### src/hw/rtl/matrix4_vector_transform_assert.svh
// assertion macros used by the transform rtl
`ifndef MATRIX4_VECTOR_TRANSFORM_ASSERT_SVH
`define MATRIX4_VECTOR_TRANSFORM_ASSERT_SVH

// same-cycle implication
`define M4VT_ASSERT_IMP(lbl, clk, rst_n, ante, cons) \
    lbl: assert property (@(posedge clk) disable iff (!rst_n) (ante) |-> (cons)) \
        else $error("m4vt assertion failed");

// next-cycle implication
`define M4VT_ASSERT_NXT(lbl, clk, rst_n, ante, cons) \
    lbl: assert property (@(posedge clk) disable iff (!rst_n) (ante) |=> (cons)) \
        else $error("m4vt assertion failed");

`endif

### src/hw/rtl/m4vt_pkg.sv
package m4vt_pkg;

    localparam int DATA_WIDTH = 32;
    localparam int FRAC_BITS  = 16;
    localparam int FIELD_W    = 32;
    localparam int CFG_W      = 64;
    localparam int SLOT_W     = CFG_W / 2;
    localparam int N_CFG      = 8;
    localparam int CFG_SEL_W  = $clog2(N_CFG);
    localparam int CFG_IDX_W  = 4;
    localparam int N_DIM      = 4;
    localparam int PROD_W     = 2 * DATA_WIDTH;
    localparam int PAIR_W     = PROD_W + 1;
    localparam int SUM_W      = PROD_W + 2;

    localparam logic [CFG_W-1:0] COEF_ONE = CFG_W'(1) << FRAC_BITS;

    // identity matrix, register 7 first
    localparam logic [N_CFG-1:0][CFG_W-1:0] CFG_RESET = {
        COEF_ONE << SLOT_W, CFG_W'(0),
        COEF_ONE,           CFG_W'(0),
        CFG_W'(0),          COEF_ONE << SLOT_W,
        CFG_W'(0),          COEF_ONE
    };

    typedef struct packed {
        logic signed [FIELD_W-1:0] in_x;
        logic signed [FIELD_W-1:0] in_y;
        logic signed [FIELD_W-1:0] in_z;
        logic signed [FIELD_W-1:0] in_w;
    } t_in_item;

    typedef struct packed {
        logic signed [FIELD_W-1:0] out_x;
        logic signed [FIELD_W-1:0] out_y;
        logic signed [FIELD_W-1:0] out_z;
        logic signed [FIELD_W-1:0] out_w;
        logic                      saturated;
    } t_out_item;

    typedef logic [N_DIM-1:0][DATA_WIDTH-1:0]             t_vec;
    typedef logic [N_DIM-1:0][N_DIM-1:0][DATA_WIDTH-1:0]  t_coef_mat;
    typedef logic [N_DIM-1:0][N_DIM-1:0][PROD_W-1:0]      t_prod_mat;
    typedef logic [N_DIM-1:0][1:0][PAIR_W-1:0]            t_pair_mat;

endpackage

### src/hw/rtl/m4vt_cfg.sv
module m4vt_cfg
    import m4vt_pkg::*;
(
    input  logic                 i_clk,
    input  logic                 i_rst_n,
    input  logic                 i_cfg_valid,
    output logic                 o_cfg_ready,
    input  logic [CFG_IDX_W-1:0] i_cfg_index,
    input  logic [CFG_W-1:0]     i_cfg_data,
    output t_coef_mat            o_coef
);

    logic [N_CFG-1:0][CFG_W-1:0] r_regs;

    assign o_cfg_ready = 1'b1;

    // writes past the last register are dropped
    always_ff @(posedge i_clk) begin
        if (!i_rst_n) begin
            r_regs <= CFG_RESET;
        end else if (i_cfg_valid && (i_cfg_index < CFG_IDX_W'(N_CFG))) begin
            r_regs[i_cfg_index[CFG_SEL_W-1:0]] <= i_cfg_data;
        end
    end

    for (genvar r = 0; r < N_DIM; r++) begin : g_row
        for (genvar c = 0; c < N_DIM; c++) begin : g_col
            assign o_coef[r][c] = r_regs[r * 2 + c / 2][(c % 2) * SLOT_W +: DATA_WIDTH];
        end
    end

endmodule

### config.mk
export PLATFORM = sky130hd
export DESIGN_NAME = m4vt_cfg
export DESIGN_NICKNAME = d
export VERILOG_FILES = /design/src/hw/rtl/matrix4_vector_transform_assert.svh /design/src/hw/rtl/m4vt_pkg.sv /design/src/hw/rtl/m4vt_cfg.sv
export SDC_FILE = /design/constraint.sdc
export NUM_CORES = 1
export LEC_CHECK = 0
export BUFFER_PORTS_ARGS = -buffer_cell sky130_fd_sc_hd__buf_2
export CAP_MARGIN = 30
export CORE_AREA = 3 3 227 229
export CTS_CLUSTER_DIAMETER = 60
export DETAILED_ROUTE_END_ITERATION = 8
export DIE_AREA = 0 0 230 232
export PLACE_DENSITY_LB_ADDON = 0.05
export SLEW_MARGIN = 10
export SYNTH_ARGS = -nofsm -noshare
export SYNTH_HDL_FRONTEND = slang
export SYNTH_SLANG_ARGS = --single-unit
### constraint.sdc
create_clock -name i_clk -period 1.99 [get_ports i_clk]
set_input_delay 0.398 -clock i_clk [delete_from_list [all_inputs] [get_ports i_clk]]
set_output_delay 0.398 -clock i_clk [all_outputs]
set_load 0.05 [all_outputs]
==> summary.md <==
| Metric | Value |
|---|---|
| Status | `finished, final reports clean` |
| Worst Setup Start Kind | `register` |
| Via count | `14330` |
| Crit path capture type | `output pin` |
| WS Path Type | `reg2out` |
| Skew-Pair Late Insertion Delay | `just under 0.6 ns` |
| CP Data Required Time | `approximately 1.6 ns` |
| Combinational family with the most area after synthesis | `multiplexers` |
| Synth Area in Simple Gates | `between 10% and 20%` |
| Post-CTS Setup Repair Bufs | `0` |
| #FFs+latches synth | `between 500 and 600` |
| Post-CTS Hold Buffers | `0` |
| Largest net degree at the start of global routing | `58` |
| Most common cell after layout, fill and taps aside | `buf_2` |
| Placed Cells incl. Taps | `2927` |
| CP peak stage delay | `approximately 0.42 ns` |
| Nets | `~2400` |
| Total Routing Usage GR | `between 20% and 30%` |
| Worst IR Drop VDD | `about 0.00059 V` |
| Avg Synthesized Cell Area | `about 11 um2` |
| Final Routed Wirelength | `roughly 63 mm` |
| Post-DP HPWL | `44.4 mm` |
| Xor and xnor area share after synthesis | `0%` |
| CTS Sinks | `512` |
| CP top delay family | `flip-flops` |
| Clock Tree Buf Depth | `3` |
| Critical path cell sequence | `buf_2` |
| Mapped Area | `roughly 18000 um2` |
| Routing usage on met3 | `under 10%` |
| Grt met1 use | `~27%` |
| Clk root buf | `clkbuf_16` |
| Mux contribution to synthesized area | `around 28%` |
| Max cap viols | `0` |
| Clock slew at reported path FFs | `~0.06 ns` |
| IO Count | `584` |
| Netlist cell types | `26` |
| Initial DRT Pass Iterations | `5` |
| DP Area | `about 22000 um2` |
| Flip-flop count of the largest register after layout | `between 500 and 600` |
| CP bufs+invs | `1` |
| Core footprint | `between 40000 and 50000 um2` |
| Starting Density | `between 30% and 40%` |
| Most frequent cells in the layout | `581 x buf_2, 574 x nand2_1, 512 x dfxtp_1, 509 x mux2i_1, 57 x clkbuf_16` |
| Post_cts resized | `0` |
| Synth Area in Compound Gates | `0.191%` |
| Syn-to-layout area delta | `30.9%` |
| First-pass GRT wire length | `about 92 mm` |
| Busiest grt layer | `met2` |
| Post-synth top area share | `between 50% and 60%` |
| Setup tns final | `0 ns` |
| Leading area contributor after synthesis | `dfxtp_1` |
| Global route total overflow | `0` |
| Vert. Die Dim | `between 200 and 250 um` |
| Initial detailed-routing violation count | `552` |
| Worst hold path class | `in2reg` |
| Ant. Diodes | `0` |
| Via density per instance | `around 4.7` |
| Layout cells sized above 1 | `a little under a third` |
| Final ANT Viol Nets | `0` |
| Final setup vio count | `0` |
| Max Freq | `~580 MHz` |
| Cells after Synth | `1739` |
| H-tree levels | `2` |
| Post-route cell area | `roughly 24000 um2` |
| Top cells by area, synth | `dfxtp_1 56%, mux2i_1 28%, nand2_1 12%` |
| Max Transition Viols Final | `0` |
| Hold Violations, Final | `0` |
| TritonCTS Buffers | `54` |
| Adder-Cell Fraction of Synth Area | `0%` |
| IO buf count | `between 500 and 600` |
| Number of global-route vias before repair | `roughly 14000` |
| CP max stage cell | `dfxtp_1` |
| Skew final | `0 ns` |
| Post-route minimum period | `about 1.7 ns` |
| Leak pwr | `12.8 nW` |
| Non-Filler Instances | `~3000` |
| Grt met2 use | `38.0%` |
| Synthesized net count | `around 1800` |
| CP Max Fanout | `2` |
| Critical path arrival | `between 1 and 1.5 ns` |
| RSZ-0062 raised after global routing | `no` |
| Die footprint | `between 50000 and 60000 um2` |
| Tcrit/Tclk final | `between 80% and 90%` |
| Average wire per standard cell | `between 20 and 25 um` |
| Die Wd | `approximately 230 um` |
| Power density over cell area | `about 930 nW/um2` |
| R2R Setup Slk | `around 1.2 ns` |
| GPL Wtd Cong | `0.799` |
| Initial antenna violation count | `2` |
| Part of the Yosys area used for sequential elements | `between 50% and 60%` |
| Cell Rows | `82` |
| CTS tree | `yes` |
| Yosys warnings | `0` |
| Drt drc | `0` |
synth_stat cells, drive strengths merged:
library cell / instances
or3b: 1
nor2: 3
nor3b: 1
a21oi: 2
inv: 1
nand3b: 1
mux2i: 509
conb: 1
or2: 1
nand2b: 2
nand3: 1
and3b: 1
o211ai: 2
dfxtp: 512
nor2b: 3
clkbuf: 62
nor3: 1
o21ai: 2
buf: 56
nand2: 577
layer usage:
| layer | part of all wire, % | routed length, um | vias up |
|---|---|---|---|
| li1 | - | - | 6885 |
| met1 | 41 | 26000 | 6949 |
| met2 | 48 | 29900 | 397 |
| met3 | 7.7 | 4850 | 95 |
| met4 | 3.3 | 2080 | 4 |
| met5 | 0.048 | 30 | - |
through the flow:
stage / worst slack (ns) / power [mW] / util, % / hold slack, ns
after floorplan: 0.317 / 11.7 / - / 0.569
after global routing: 0.205 / 23.2 / 48.1 / 0.142
after detailed placement: -0.0194 / 12.2 / 44.4 / 0.443
final: 0.251 / 22.4 / 48.1 / 0.131
after CTS: 0.208 / 22.7 / 48.1 / 0.0914
after global placement: 0.0204 / 12.2 / 44.4 / 0.439
cell families (layout without fill, tap and decap cells):
| logic type | count (synthesis) | count (layout) |
|---|---|---|
| other cells | 1 | 1 |
| simple gates | 592 | 592 |
| compound gates | 6 | 6 |
| mux | 509 | 509 |
| buf+inv | 119 | 734 |
| flops | 512 | 512 |
cell type report:
type                       instances  area, um2
sequential                       512      10200
timing repair buffer             634       3600
clock buffer                      89       1730
multi-input combinational       1108       7450
tap                              672        841
fill                            4823      25900
inverter                           1       3.75
clock inverter                    10        129
power by group:
part | internal (mW) | switching (mW)
combinational | 0.378 | 1.14
clock | 6.27 | 4.14
sequential | 10.4 | 0.0677
total | 17.0 | 5.36
worst paths after layout:
kind | depth (start not counted) | from | end
setup reg to reg | 3 | o_coef[16] | o_coef[16]
hold reg to reg | 2 | o_coef[33] | o_coef[33]
hold / removal | 3 | i_cfg_data[48] | o_coef[496]
setup / recovery | 1 | o_coef[249] | o_coef[249]
Power figures use the tool's default switching activity.
