`config.mk`:
```
export PLATFORM = sky130hd
export DESIGN_NAME = m4vt_add
export DESIGN_NICKNAME = d
export VERILOG_FILES = /design/src/hw/rtl/matrix4_vector_transform_assert.svh /design/src/hw/rtl/m4vt_pkg.sv /design/src/hw/rtl/m4vt_add.sv
export SDC_FILE = /design/constraint.sdc
export NUM_CORES = 2
export LEC_CHECK = 0
export ABC_AREA = 1
export BUFFER_PORTS_ARGS = -buffer_cell sky130_fd_sc_hd__buf_2
export CAP_MARGIN = 20
export CORE_AREA = 2 2 605 607
export DETAILED_ROUTE_END_ITERATION = 10
export DIE_AREA = 0 0 607 609
export GPL_TIMING_DRIVEN = 0
export PLACE_DENSITY = 0.37
export SLEW_MARGIN = 10
export SYNTH_ARGS = -nofsm -noshare
export SYNTH_HDL_FRONTEND = slang
export SYNTH_SLANG_ARGS = --single-unit
```
`constraint.sdc`:
```
create_clock -name i_clk -period 81.2 [get_ports i_clk]
set_clock_uncertainty 0.05 [all_clocks]
set_input_delay 12.18 -clock i_clk [delete_from_list [all_inputs] [get_ports i_clk]]
set_output_delay 12.18 -clock i_clk [all_outputs]
set_load 0.02 [all_outputs]
```
`src/hw/rtl/matrix4_vector_transform_assert.svh`:
```
// assertion macros used by the transform rtl
`ifndef MATRIX4_VECTOR_TRANSFORM_ASSERT_SVH
`define MATRIX4_VECTOR_TRANSFORM_ASSERT_SVH

// same-cycle implication
`define M4VT_ASSERT_IMP(lbl, clk, rst_n, ante, cons) \
    lbl: assert property (@(posedge clk) disable iff (!rst_n) (ante) |-> (cons)) \
        else $error("m4vt assertion failed");

// next-cycle implication
`define M4VT_ASSERT_NXT(lbl, clk, rst_n, ante, cons) \
    lbl: assert property (@(posedge clk) disable iff (!rst_n) (ante) |=> (cons)) \
        else $error("m4vt assertion failed");

`endif

```
`src/hw/rtl/m4vt_pkg.sv`:
```
package m4vt_pkg;

    localparam int DATA_WIDTH = 32;
    localparam int FRAC_BITS  = 16;
    localparam int FIELD_W    = 32;
    localparam int CFG_W      = 64;
    localparam int SLOT_W     = CFG_W / 2;
    localparam int N_CFG      = 8;
    localparam int CFG_SEL_W  = $clog2(N_CFG);
    localparam int CFG_IDX_W  = 4;
    localparam int N_DIM      = 4;
    localparam int PROD_W     = 2 * DATA_WIDTH;
    localparam int PAIR_W     = PROD_W + 1;
    localparam int SUM_W      = PROD_W + 2;

    localparam logic [CFG_W-1:0] COEF_ONE = CFG_W'(1) << FRAC_BITS;

    // identity matrix, register 7 first
    localparam logic [N_CFG-1:0][CFG_W-1:0] CFG_RESET = {
        COEF_ONE << SLOT_W, CFG_W'(0),
        COEF_ONE,           CFG_W'(0),
        CFG_W'(0),          COEF_ONE << SLOT_W,
        CFG_W'(0),          COEF_ONE
    };

    typedef struct packed {
        logic signed [FIELD_W-1:0] in_x;
        logic signed [FIELD_W-1:0] in_y;
        logic signed [FIELD_W-1:0] in_z;
        logic signed [FIELD_W-1:0] in_w;
    } t_in_item;

    typedef struct packed {
        logic signed [FIELD_W-1:0] out_x;
        logic signed [FIELD_W-1:0] out_y;
        logic signed [FIELD_W-1:0] out_z;
        logic signed [FIELD_W-1:0] out_w;
        logic                      saturated;
    } t_out_item;

    typedef logic [N_DIM-1:0][DATA_WIDTH-1:0]             t_vec;
    typedef logic [N_DIM-1:0][N_DIM-1:0][DATA_WIDTH-1:0]  t_coef_mat;
    typedef logic [N_DIM-1:0][N_DIM-1:0][PROD_W-1:0]      t_prod_mat;
    typedef logic [N_DIM-1:0][1:0][PAIR_W-1:0]            t_pair_mat;

endpackage

```
`src/hw/rtl/m4vt_add.sv`:
```
module m4vt_add
    import m4vt_pkg::*;
(
    input  logic      i_clk,
    input  logic      i_rst_n,
    input  logic      i_valid,
    output logic      o_ready,
    input  t_prod_mat i_prod,
    output logic      o_valid,
    input  logic      i_ready,
    output t_pair_mat o_pair
);

    logic      r_valid;
    t_pair_mat r_pair;
    t_pair_mat n_pair;

    // columns 0+1 and 2+3 of each row, sign extended by one bit
    for (genvar r = 0; r < N_DIM; r++) begin : g_row
        for (genvar h = 0; h < 2; h++) begin : g_half
            assign n_pair[r][h] = {i_prod[r][2*h][PROD_W-1], i_prod[r][2*h]}
                                + {i_prod[r][2*h+1][PROD_W-1], i_prod[r][2*h+1]};
        end
    end

    assign o_ready = !r_valid || i_ready;
    assign o_valid = r_valid;
    assign o_pair  = r_pair;

    always_ff @(posedge i_clk) begin
        if (!i_rst_n) begin
            r_valid <= 1'b0;
        end else if (o_ready) begin
            r_valid <= i_valid;
        end
    end

    always_ff @(posedge i_clk) begin
        if (o_ready && i_valid) begin
            r_pair <= n_pair;
        end
    end

endmodule

```
==> flow_summary_export.csv <==
group,metric,value,unit
worst_setup_path,path_class,"in -> out",
global_route,grt_max_degree,27,
clock_network,cts_resized,0,
yosys,synthTopCellsByCount,"nand2_1, inv_1, nor2_1, edfxtp_1, ha_1",
route,routed.top_layer,"met5",
worst_setup_path,cp_data_required_time,68.97,ns
die,rows,222,
sta,setup_violations,0,
sta,period_needed,24.89,ns
yosys,syn_area_per_cell,5.699,sq um
die,fp.coreArea,0.3639,sq mm
sta,tns,0,ns
clock_network,ctsHoldBuffers,0,
yosys,synth.most_common_cell,"nand2_1",
worst_setup_path,cp-end-kind,"output pin",
sta,fin_crit_sh,0.3065,
route,route.detailed.drc,0,
worst_setup_path,slowest_delay,0.20,ns
place,dp_hpwl,340300,um
worst_setup_path,crit_top_cell,"buf_2",
sta,worst_pin_slew,0.8578,ns
worst_setup_path,startpoint_type,"input pin",
worst_setup_path,cp_top_family,"buffers and inverters",
power,internal_power,0.0007428,W
layout,fin_nets,14303,
min_path,hold_path_class,"reg -> reg",
place,port_buffers,1549,
place,globalplace.congestion,0.9449,
layout,syn_to_final_growth,27.69,%
power,pwr-share-seq,0.275,
clock_network,cts_tree,"built",
route,drt_iter0_markers,4810,
route,vias,71267,
route,post_drt_wl_per_cell,21.25,um
route,ant_nets,0,
sta,hold_viol_final,0,
min_path,hold_depth,2,
sta,hold_ws,0.5393,ns
yosys,synth-seq-area-share,0.2473,
yosys,synth_cell_types,23,
worst_setup_path,crit_path_cell_trace,"buf_2 -> inv_1 -> nand2_1 -> buf_2",
die,dieArea,0.3697,sq mm
sta,slew_viol_final,0,
clock_network,cts.sinks,521,
global_route,grt_pass1_vias,68681,
job,drv_cap,0,
power,power.share.clock,0.311,
worst_setup_path,slowest_stage,"buf_2",
yosys,yosysTopAreaCell,"nand2_1",
power,power.density,16.12,mW/mm^2
yosys,yosys_warnings,0,
power,leakage,47.76,nW
worst_setup_path,reg2reg_from,"o_valid",
route,wl_met1,157900,um
die,start_util,0.1737,
global_route,grt_overflow,0,
route,met2_length,182900,um
sta,rsz0062_at_grt,"false",
die,die_width,607,um
yosys,netlist_top_cells_area,"nand2_1, edfxtp_1, inv_1",
clock_network,ctsRootBufferMaster,"clkbuf_16",
power,p_switching,0.0005585,W
sta,fmax,40.18,MHz
worst_setup_path,critPathMaxFanout,2,
power,ir_worst_vdd,0.01473,mV
yosys,syn-cell-area,0.06321,sq mm
route,route.met3.wl,20080,um
die,io_pins,1550,
layout,multi_input_area,0.03758,sq mm
route,routed_wl,376200,um
worst_setup_path,timing.rr.end,"o_pair[412]",
yosys,netlist.area_leader.share,0.2979,
route,dr.pass1.iters,7,
layout,nFillCells,42875,
global_route,grt_use_total,0.1962,
worst_setup_path,crit_start,"i_ready",
worst_setup_path,rrSetupSlack,78.41,ns
layout,regArea,0.01564,sq mm
clock_network,cts.reportedPaths.clkPinSlew,0.05,ns
power,swShare,0.4292,
die,die-height,609,um
worst_setup_path,ff2ff_path_depth,9,
yosys,synth_edf_count,520,
clock_network,cts_setup_buffers,0,
min_path,hold_end,"o_valid",
clock_network,numCtsBuffers,84,
clock_network,clockBufferDepth,4,
min_path,min_from,"o_valid",
worst_setup_path,arrival,12.66,ns
status,outcome,"complete, no violations",
global_route,grt_pass1_wl,511500,um
layout,drive_gt1_frac,0.1468,
yosys,async_reset_ff_frac,0,
yosys,ys_seq_elements,521,
yosys,synth_cells,11092,
yosys,mappedNetlistNets,12640,
yosys,synthFlopType,"edfxtp_1",
sta,relSlewSlack,0.4262,
power,power_frac_comb,0.414,
worst_setup_path,path_buf_inv,3,
global_route,antenna_found_initial,210,
clock_network,insertion_delay,0.79,ns
route,via_per_inst,4.026,
clock_network,htreeDepth,3,
-- final cells by class --
class | instances | share of cell area
Clock buffer | 93 | 0.02646
Inverter | 2667 | 0.1240
Tap cell | 4816 | 0.07466
Antenna cell | 67 | 0.002077
Timing Repair Buffer | 1577 | 0.1040
Multi-Input combinational cell | 7904 | 0.4656
Clock inverter | 56 | 0.009487
Sequential cell | 521 | 0.1937
-- layout by cell type (no fill, tap or decap), drive strengths merged, types with 87 or more instances in the layout --
master and instances:
a21oi 337, buf 1577, clkbuf 93, edfxtp 520, ha 512, inv 2671
nand2 5090, nand3 473, nand4 87, nor2 977, nor3 121, xor2 248
-- registers in the layout, indices dropped and copies added, names as in the netlist --
register	count
o_valid	1
o_pair	520
-- per-stage QoR --
step	total power [W]	setup WS (ns)	instance area (sq um)	utilization	instances
5_1_grt	0.001380	56.28	80630	0.2216	17668
3_5_place_dp	0.0009077	56.32	77640	0.2134	17485
4_1_cts	0.001328	56.31	80540	0.2214	17634
3_3_place_gp	0.0009335	22.16	76990	0.2116	17457
2_1_floorplan	0.0006710	42.47	63210	-	11092
6_report	0.001301	56.31	80710	0.2218	17701
-- per-layer routing --
metal | up-vias | GRT usage
li1 | 36540 | -
met1 | 32244 | 0.2355
met2 | 1851 | 0.3479
met3 | 538 | 0.03395
met4 | 94 | 0.06940
met5 | - | 0
-- kinds of logic after synthesis --
kind of cell / count (synthesis) / synth area share
compound gates: 354 / 0.02807
xor+xnor: 248 / 0.03436
fa+ha+maj: 520 / 0.1039
buf+inv: 2667 / 0.1584
flops: 521 / 0.2473
simple gates: 6782 / 0.4280
-- worst max path at each step --
stage                   to  slack (ns)  cells past startpoint
2_1_floorplan    o_pair[0]       42.47                      2
3_3_place_gp   o_pair[434]       22.16                      3
3_5_place_dp       o_ready       56.32                      4
4_1_cts            o_ready       56.31                      4
5_1_grt            o_ready       56.28                      4
6_report           o_ready       56.31                      4
-- power groups by stage --
stage,sequential [W],clock (W),combinational (W)
finish,0.000358,0.000404,0.000539
global route,0.000361,0.000430,0.000590
CTS,0.000359,0.000423,0.000546
global placement,0.000392,0,0.000542
detailed placement,0.000364,0,0.000544
floorplan,0.000417,0,0.000254
-- worst register-to-register path, stage by stage, from the launching register on --
cell and delay [ns]:
dfxtp_1 0.35, a21oi_4 0.36, buf_16 0.22, buf_12 0.21
buf_12 0.22, buf_12 0.22, buf_12 0.21, buf_12 0.24
buf_12 0.22, buf_12 0.22
(Power assumes the default switching activity.)
