File: config.mk
export PLATFORM = sky130hd
export DESIGN_NAME = m4vt_sat
export DESIGN_NICKNAME = d
export VERILOG_FILES = /design/src/hw/rtl/matrix4_vector_transform_assert.svh /design/src/hw/rtl/m4vt_pkg.sv /design/src/hw/rtl/m4vt_sat.sv
export SDC_FILE = /design/constraint.sdc
export NUM_CORES = 1
export LEC_CHECK = 0
export BUFFER_PORTS_ARGS = -buffer_cell sky130_fd_sc_hd__buf_2
export CELL_PAD_IN_SITES_DETAIL_PLACEMENT = 0
export CELL_PAD_IN_SITES_GLOBAL_PLACEMENT = 1
export CORE_AREA = 2 2 258 260
export DETAILED_ROUTE_END_ITERATION = 8
export DIE_AREA = 0 0 260 262
export MAX_ROUTING_LAYER = met4
export PLACE_DENSITY = 0.86
export SLEW_MARGIN = 20
export SYNTH_ARGS = -nofsm -noshare
export SYNTH_HDL_FRONTEND = slang
export SYNTH_SLANG_ARGS = --single-unit
File: constraint.sdc
create_clock -name i_clk -period 4.1 [get_ports i_clk]
set_input_delay 0 -clock i_clk [delete_from_list [all_inputs] [get_ports i_clk]]
set_output_delay 0 -clock i_clk [all_outputs]
set_load 0.005 [all_outputs]
File: src/hw/rtl/matrix4_vector_transform_assert.svh
// assertion macros used by the transform rtl
`ifndef MATRIX4_VECTOR_TRANSFORM_ASSERT_SVH
`define MATRIX4_VECTOR_TRANSFORM_ASSERT_SVH

// same-cycle implication
`define M4VT_ASSERT_IMP(lbl, clk, rst_n, ante, cons) \
    lbl: assert property (@(posedge clk) disable iff (!rst_n) (ante) |-> (cons)) \
        else $error("m4vt assertion failed");

// next-cycle implication
`define M4VT_ASSERT_NXT(lbl, clk, rst_n, ante, cons) \
    lbl: assert property (@(posedge clk) disable iff (!rst_n) (ante) |=> (cons)) \
        else $error("m4vt assertion failed");

`endif

File: src/hw/rtl/m4vt_pkg.sv
package m4vt_pkg;

    localparam int DATA_WIDTH = 32;
    localparam int FRAC_BITS  = 16;
    localparam int FIELD_W    = 32;
    localparam int CFG_W      = 64;
    localparam int SLOT_W     = CFG_W / 2;
    localparam int N_CFG      = 8;
    localparam int CFG_SEL_W  = $clog2(N_CFG);
    localparam int CFG_IDX_W  = 4;
    localparam int N_DIM      = 4;
    localparam int PROD_W     = 2 * DATA_WIDTH;
    localparam int PAIR_W     = PROD_W + 1;
    localparam int SUM_W      = PROD_W + 2;

    localparam logic [CFG_W-1:0] COEF_ONE = CFG_W'(1) << FRAC_BITS;

    // identity matrix, register 7 first
    localparam logic [N_CFG-1:0][CFG_W-1:0] CFG_RESET = {
        COEF_ONE << SLOT_W, CFG_W'(0),
        COEF_ONE,           CFG_W'(0),
        CFG_W'(0),          COEF_ONE << SLOT_W,
        CFG_W'(0),          COEF_ONE
    };

    typedef struct packed {
        logic signed [FIELD_W-1:0] in_x;
        logic signed [FIELD_W-1:0] in_y;
        logic signed [FIELD_W-1:0] in_z;
        logic signed [FIELD_W-1:0] in_w;
    } t_in_item;

    typedef struct packed {
        logic signed [FIELD_W-1:0] out_x;
        logic signed [FIELD_W-1:0] out_y;
        logic signed [FIELD_W-1:0] out_z;
        logic signed [FIELD_W-1:0] out_w;
        logic                      saturated;
    } t_out_item;

    typedef logic [N_DIM-1:0][DATA_WIDTH-1:0]             t_vec;
    typedef logic [N_DIM-1:0][N_DIM-1:0][DATA_WIDTH-1:0]  t_coef_mat;
    typedef logic [N_DIM-1:0][N_DIM-1:0][PROD_W-1:0]      t_prod_mat;
    typedef logic [N_DIM-1:0][1:0][PAIR_W-1:0]            t_pair_mat;

endpackage

File: src/hw/rtl/m4vt_sat.sv
module m4vt_sat
    import m4vt_pkg::*;
(
    input  logic      i_clk,
    input  logic      i_rst_n,
    input  logic      i_valid,
    output logic      o_ready,
    input  t_pair_mat i_pair,
    output logic      o_valid,
    input  logic      i_ready,
    output t_out_item o_item
);

    localparam logic [DATA_WIDTH-1:0] MAX_V = {1'b0, {(DATA_WIDTH-1){1'b1}}};
    localparam logic [DATA_WIDTH-1:0] MIN_V = {1'b1, {(DATA_WIDTH-1){1'b0}}};
    localparam int HI_LSB = FRAC_BITS + DATA_WIDTH - 1;

    logic                  r_valid;
    t_out_item             r_item;
    t_out_item             n_item;
    logic [SUM_W-1:0]      w_sum [N_DIM];
    logic [SUM_W-1-HI_LSB:0] w_hi [N_DIM];
    logic [N_DIM-1:0]      w_ovf;
    logic signed [DATA_WIDTH-1:0] w_res [N_DIM];
    logic [N_DIM-1:0][FIELD_W-1:0] w_field;

    for (genvar r = 0; r < N_DIM; r++) begin : g_row
        assign w_sum[r] = {i_pair[r][0][PAIR_W-1], i_pair[r][0]}
                        + {i_pair[r][1][PAIR_W-1], i_pair[r][1]};
        // bits above the kept window must all match the sign
        assign w_hi[r]  = w_sum[r][SUM_W-1:HI_LSB];
        assign w_ovf[r] = !((&w_hi[r]) || !(|w_hi[r]));
        assign w_res[r] = !w_ovf[r] ? w_sum[r][HI_LSB:FRAC_BITS] :
                          (w_sum[r][SUM_W-1] ? MIN_V : MAX_V);
        assign w_field[r] = FIELD_W'(w_res[r]);
    end

    always_comb begin
        n_item.out_x     = w_field[0];
        n_item.out_y     = w_field[1];
        n_item.out_z     = w_field[2];
        n_item.out_w     = w_field[3];
        n_item.saturated = |w_ovf;
    end

    assign o_ready = !r_valid || i_ready;
    assign o_valid = r_valid;
    assign o_item  = r_item;

    always_ff @(posedge i_clk) begin
        if (!i_rst_n) begin
            r_valid <= 1'b0;
        end else if (o_ready) begin
            r_valid <= i_valid;
        end
    end

    always_ff @(posedge i_clk) begin
        if (o_ready && i_valid) begin
            r_item <= n_item;
        end
    end

endmodule

==> flow_summary_export.csv <==
group,metric,value,unit
logic_synthesis,synth_top_cell_area_share,18.1,%
layout,drive_gt1_share,28.6,%
power,switching_power,0.00321,W
sta,finalWorstSetupSlack,0.250,ns
layout,final_util,43.5,%
logic_synthesis,synth_compound_area_share,29.0,%
critical_path,path_buf_inv,2,
logic_synthesis,synth_edf_count,129,
global_route,grt_max_degree,130,
global_route,met2_usage,44.8,%
logic_synthesis,yosys_warnings,0,
power,p_total,0.00755,W
global_route,grtUsageTotal,27.7,%
global_route,grt_overflow,0,
logic_synthesis,async_flop_share,0,%
routing,wirelength,96.6,mm
clock_tree,cts_buffers,17,
layout,area_delta_synth_final,33.1,%
logic_synthesis,synth_xor_area_share,7.01,%
floorplan,core,65300,µm²
critical_path,path_delay_family,"simple AND/OR/NAND/NOR gates",
global_route,use_met1,34.3,%
clock_tree,cts.sinks,130,
logic_synthesis,synth_top_family_by_area,"compound AO/OA/AOI/OAI gates",
floorplan,fp.dieW,260,µm
sta,worstMarginPinSlew,0.903,ns
clock_tree,cts_tree,"done",
sta,finalCritPeriodShare,93.9,%
critical_path,max_stage_delay,0.53,ns
routing,vias,26000,
clock_tree,clk_pin_slew,0.07,ns
critical_path,crit_type,"primary input to flip-flop",
logic_synthesis,syn_avg_cell_area,7.58,µm²
logic_synthesis,synth_area_leaders,"edfxtp_1, ha_1, a21oi_1",
outcome,status,"completed",
clock_tree,htreeDepth,4,
logic_synthesis,ys_ff_latch,130,
critical_path,cp_max_fo,11,
global_route,grt_pass1_vias,24300,
sta,drv_slew,0,
power,switching_share,42.5,%
logic_synthesis,syn-cell-area,21400,µm²
logic_synthesis,synth_simple_gate_area_share,22.2,%
floorplan,ios,655,
placed_design,port_buffers,654,
sta,finalSetupViolCount,0,
power,power.density,266,nW/µm²
power,p_leak,13.1,nW
sta,rsz0062_at_grt,"false",
logic_synthesis,synthCells,2819,
global_route,grt_use_met3,5.16,%
sta,report.final.hold_viol_count,0,
floorplan,rows,94,
routing,drt-vias-per-instance,5.68,
floorplan,die_area,68100,µm²
sta,relSlewSlack,39.8,%
layout,final_cell_mix,"buf_2, a21oi_1, buf_4",
critical_path,critPathRequiredTime,4.31,ns
min_path,hold_class,"primary input to flip-flop",
job,maxCapViolations,0,
sta,skew,0.0246,ns
critical_path,critPathLaunchType,"primary input",
placed_design,place.gp.congestion,1.03,
layout,final_common_cell,"buf_2",
layout,final_area,28400,µm²
logic_synthesis,synthAdderAreaFrac,15.0,%
routing,wire_per_inst,21.1,µm
critical_path,cp.arrival,4.06,ns
power,p_clk_share,24.8,%
floorplan,die_h,262,µm
placed_design,pre_cts_ws,-0.169,ns
routing,drc,0,
routing,drt_pass1_iterations,6,
logic_synthesis,synth_cell_types,87,
critical_path,path_cells,"buf_2 -> ha_1 -> and3_1 -> nor3b_2 -> o2111ai_1 -> a311oi_2 -> nor2_2 -> o311a_1 -> and3b_1 -> or2_0 -> or4b_1 -> or4_1 -> o21ba_2 -> buf_4 -> mux2i_1",
layout,nNetsFinal,4464,
clock_tree,cts.path.max_buffers,2,
placed_design,dpl_cell_area,27700,µm²
global_route,grt-busiest-layer,"met2",
global_route,antenna_found_initial,12,
critical_path,crit_path_end_kind,"flip-flop",
routing,drt_iter0_markers,2418,
logic_synthesis,syn_nets,3599,
power,pwr-share-comb,52.8,%
clock_tree,insertion_delay,0.51,ns
power,power_frac_seq,22.4,%
power,ir_worst_vdd,0.000275,V
clock_tree,cts-root-buf,"clkbuf_16",
logic_synthesis,synthMuxAreaShare,4.65,%
logic_synthesis,synth_ff_type,"edfxtp_1",
global_route,grt_pass1_wl,141,mm
sta,fmax,260,MHz
logic_synthesis,synth_top_area_cell,"edfxtp_1",
critical_path,crit_slowest_cell,"or4b_1",
placed_design,dpl.hpwl,82.3,mm
logic_synthesis,synth_seq_area_share,18.2,%
routing,ant_nets,0,
sta,min_period,3.85,ns
power,p_int,0.00434,W
floorplan,initial_utilization,32.7,%
synth_stat cells (all sizes together) (76+ instances only):
library cell,instances
nand2,299
ha,256
mux2i,89
o21ai,216
nand4,114
a21oi,354
xnor2,91
nor2,206
xor2,80
inv,76
clkbuf,115
edfxtp,129
stage by stage:
step                std cells  setup TNS (ns)  hold slack (ns)
detailed placement       4527           -9.08            0.279
global placement         4527           -5.29            0.260
floorplan                2819               0            0.115
CTS                      4561               0           0.0721
global route             4573               0            0.109
finish                   4575               0            0.128
worst register-to-register path: stages (launching register included):
cell and delay [ns]:
dfxtp_1 0.32, nand2b_1 0.10, and2_4 0.16, buf_12 0.53
worst paths after layout:
check	start	slack, ns	to	depth (start not counted)
worst min register to register	o_valid	1.10	o_valid	3
worst max-delay path	i_pair[264]	0.25	o_item[41]	15
worst max register to register	o_valid	2.38	o_item[37]	3
worst min-delay path	i_pair[359]	0.13	o_item[51]	4
power groups by stage:
stage / registers (W) / logic, W / clock network (W)
floorplan: 0.00173 / 0.00222 / 0
global placement: 0.00172 / 0.00389 / 0
detailed placement: 0.00172 / 0.00388 / 0
CTS: 0.00169 / 0.00390 / 0.00191
global route: 0.00170 / 0.00431 / 0.00194
finish: 0.00169 / 0.00398 / 0.00187
state kept, by name (all words and copies together) (netlist names):
name,count
o_valid,1
o_item,129
routing by layer:
metal  share of wire [%]  vias up
met3                 8.5      176
met2                  46     1271
met5                   0        -
met1                  42    12000
li1                    -    12500
met4                 3.7        0
area by class of cell:
type                       count  area [µm²]
fill                        6666       36900
multi-input combinational   2477       16700
antenna                       14        35.0
clock buffer                  17         425
sequential                   130        3890
clock inverter                15         218
tap                          864        1080
inverter                      77         289
timing repair buffer         981        5820
timing repair:
action / in CTS / in global routing
hold endpoints to repair: 1 / 0
hold buffers: 2 / 0
setup buffers: 0 / 0
resized for setup: 0 / 3
setup endpoints to repair: 0 / 32
cells by family (layout without fill, tap and decap cells):
family,Yosys count,count (layout)
AOI/OAI and AO/OA,988,988
xor gates and xnor gates,171,171
adders and majority gates,256,256
buffers and inverters,212,1090
DFF,130,130
muxes,98,98
other,0,14
and+or+nand+nor,964,964
No activity file was read; power rests on OpenSTA's default activity.
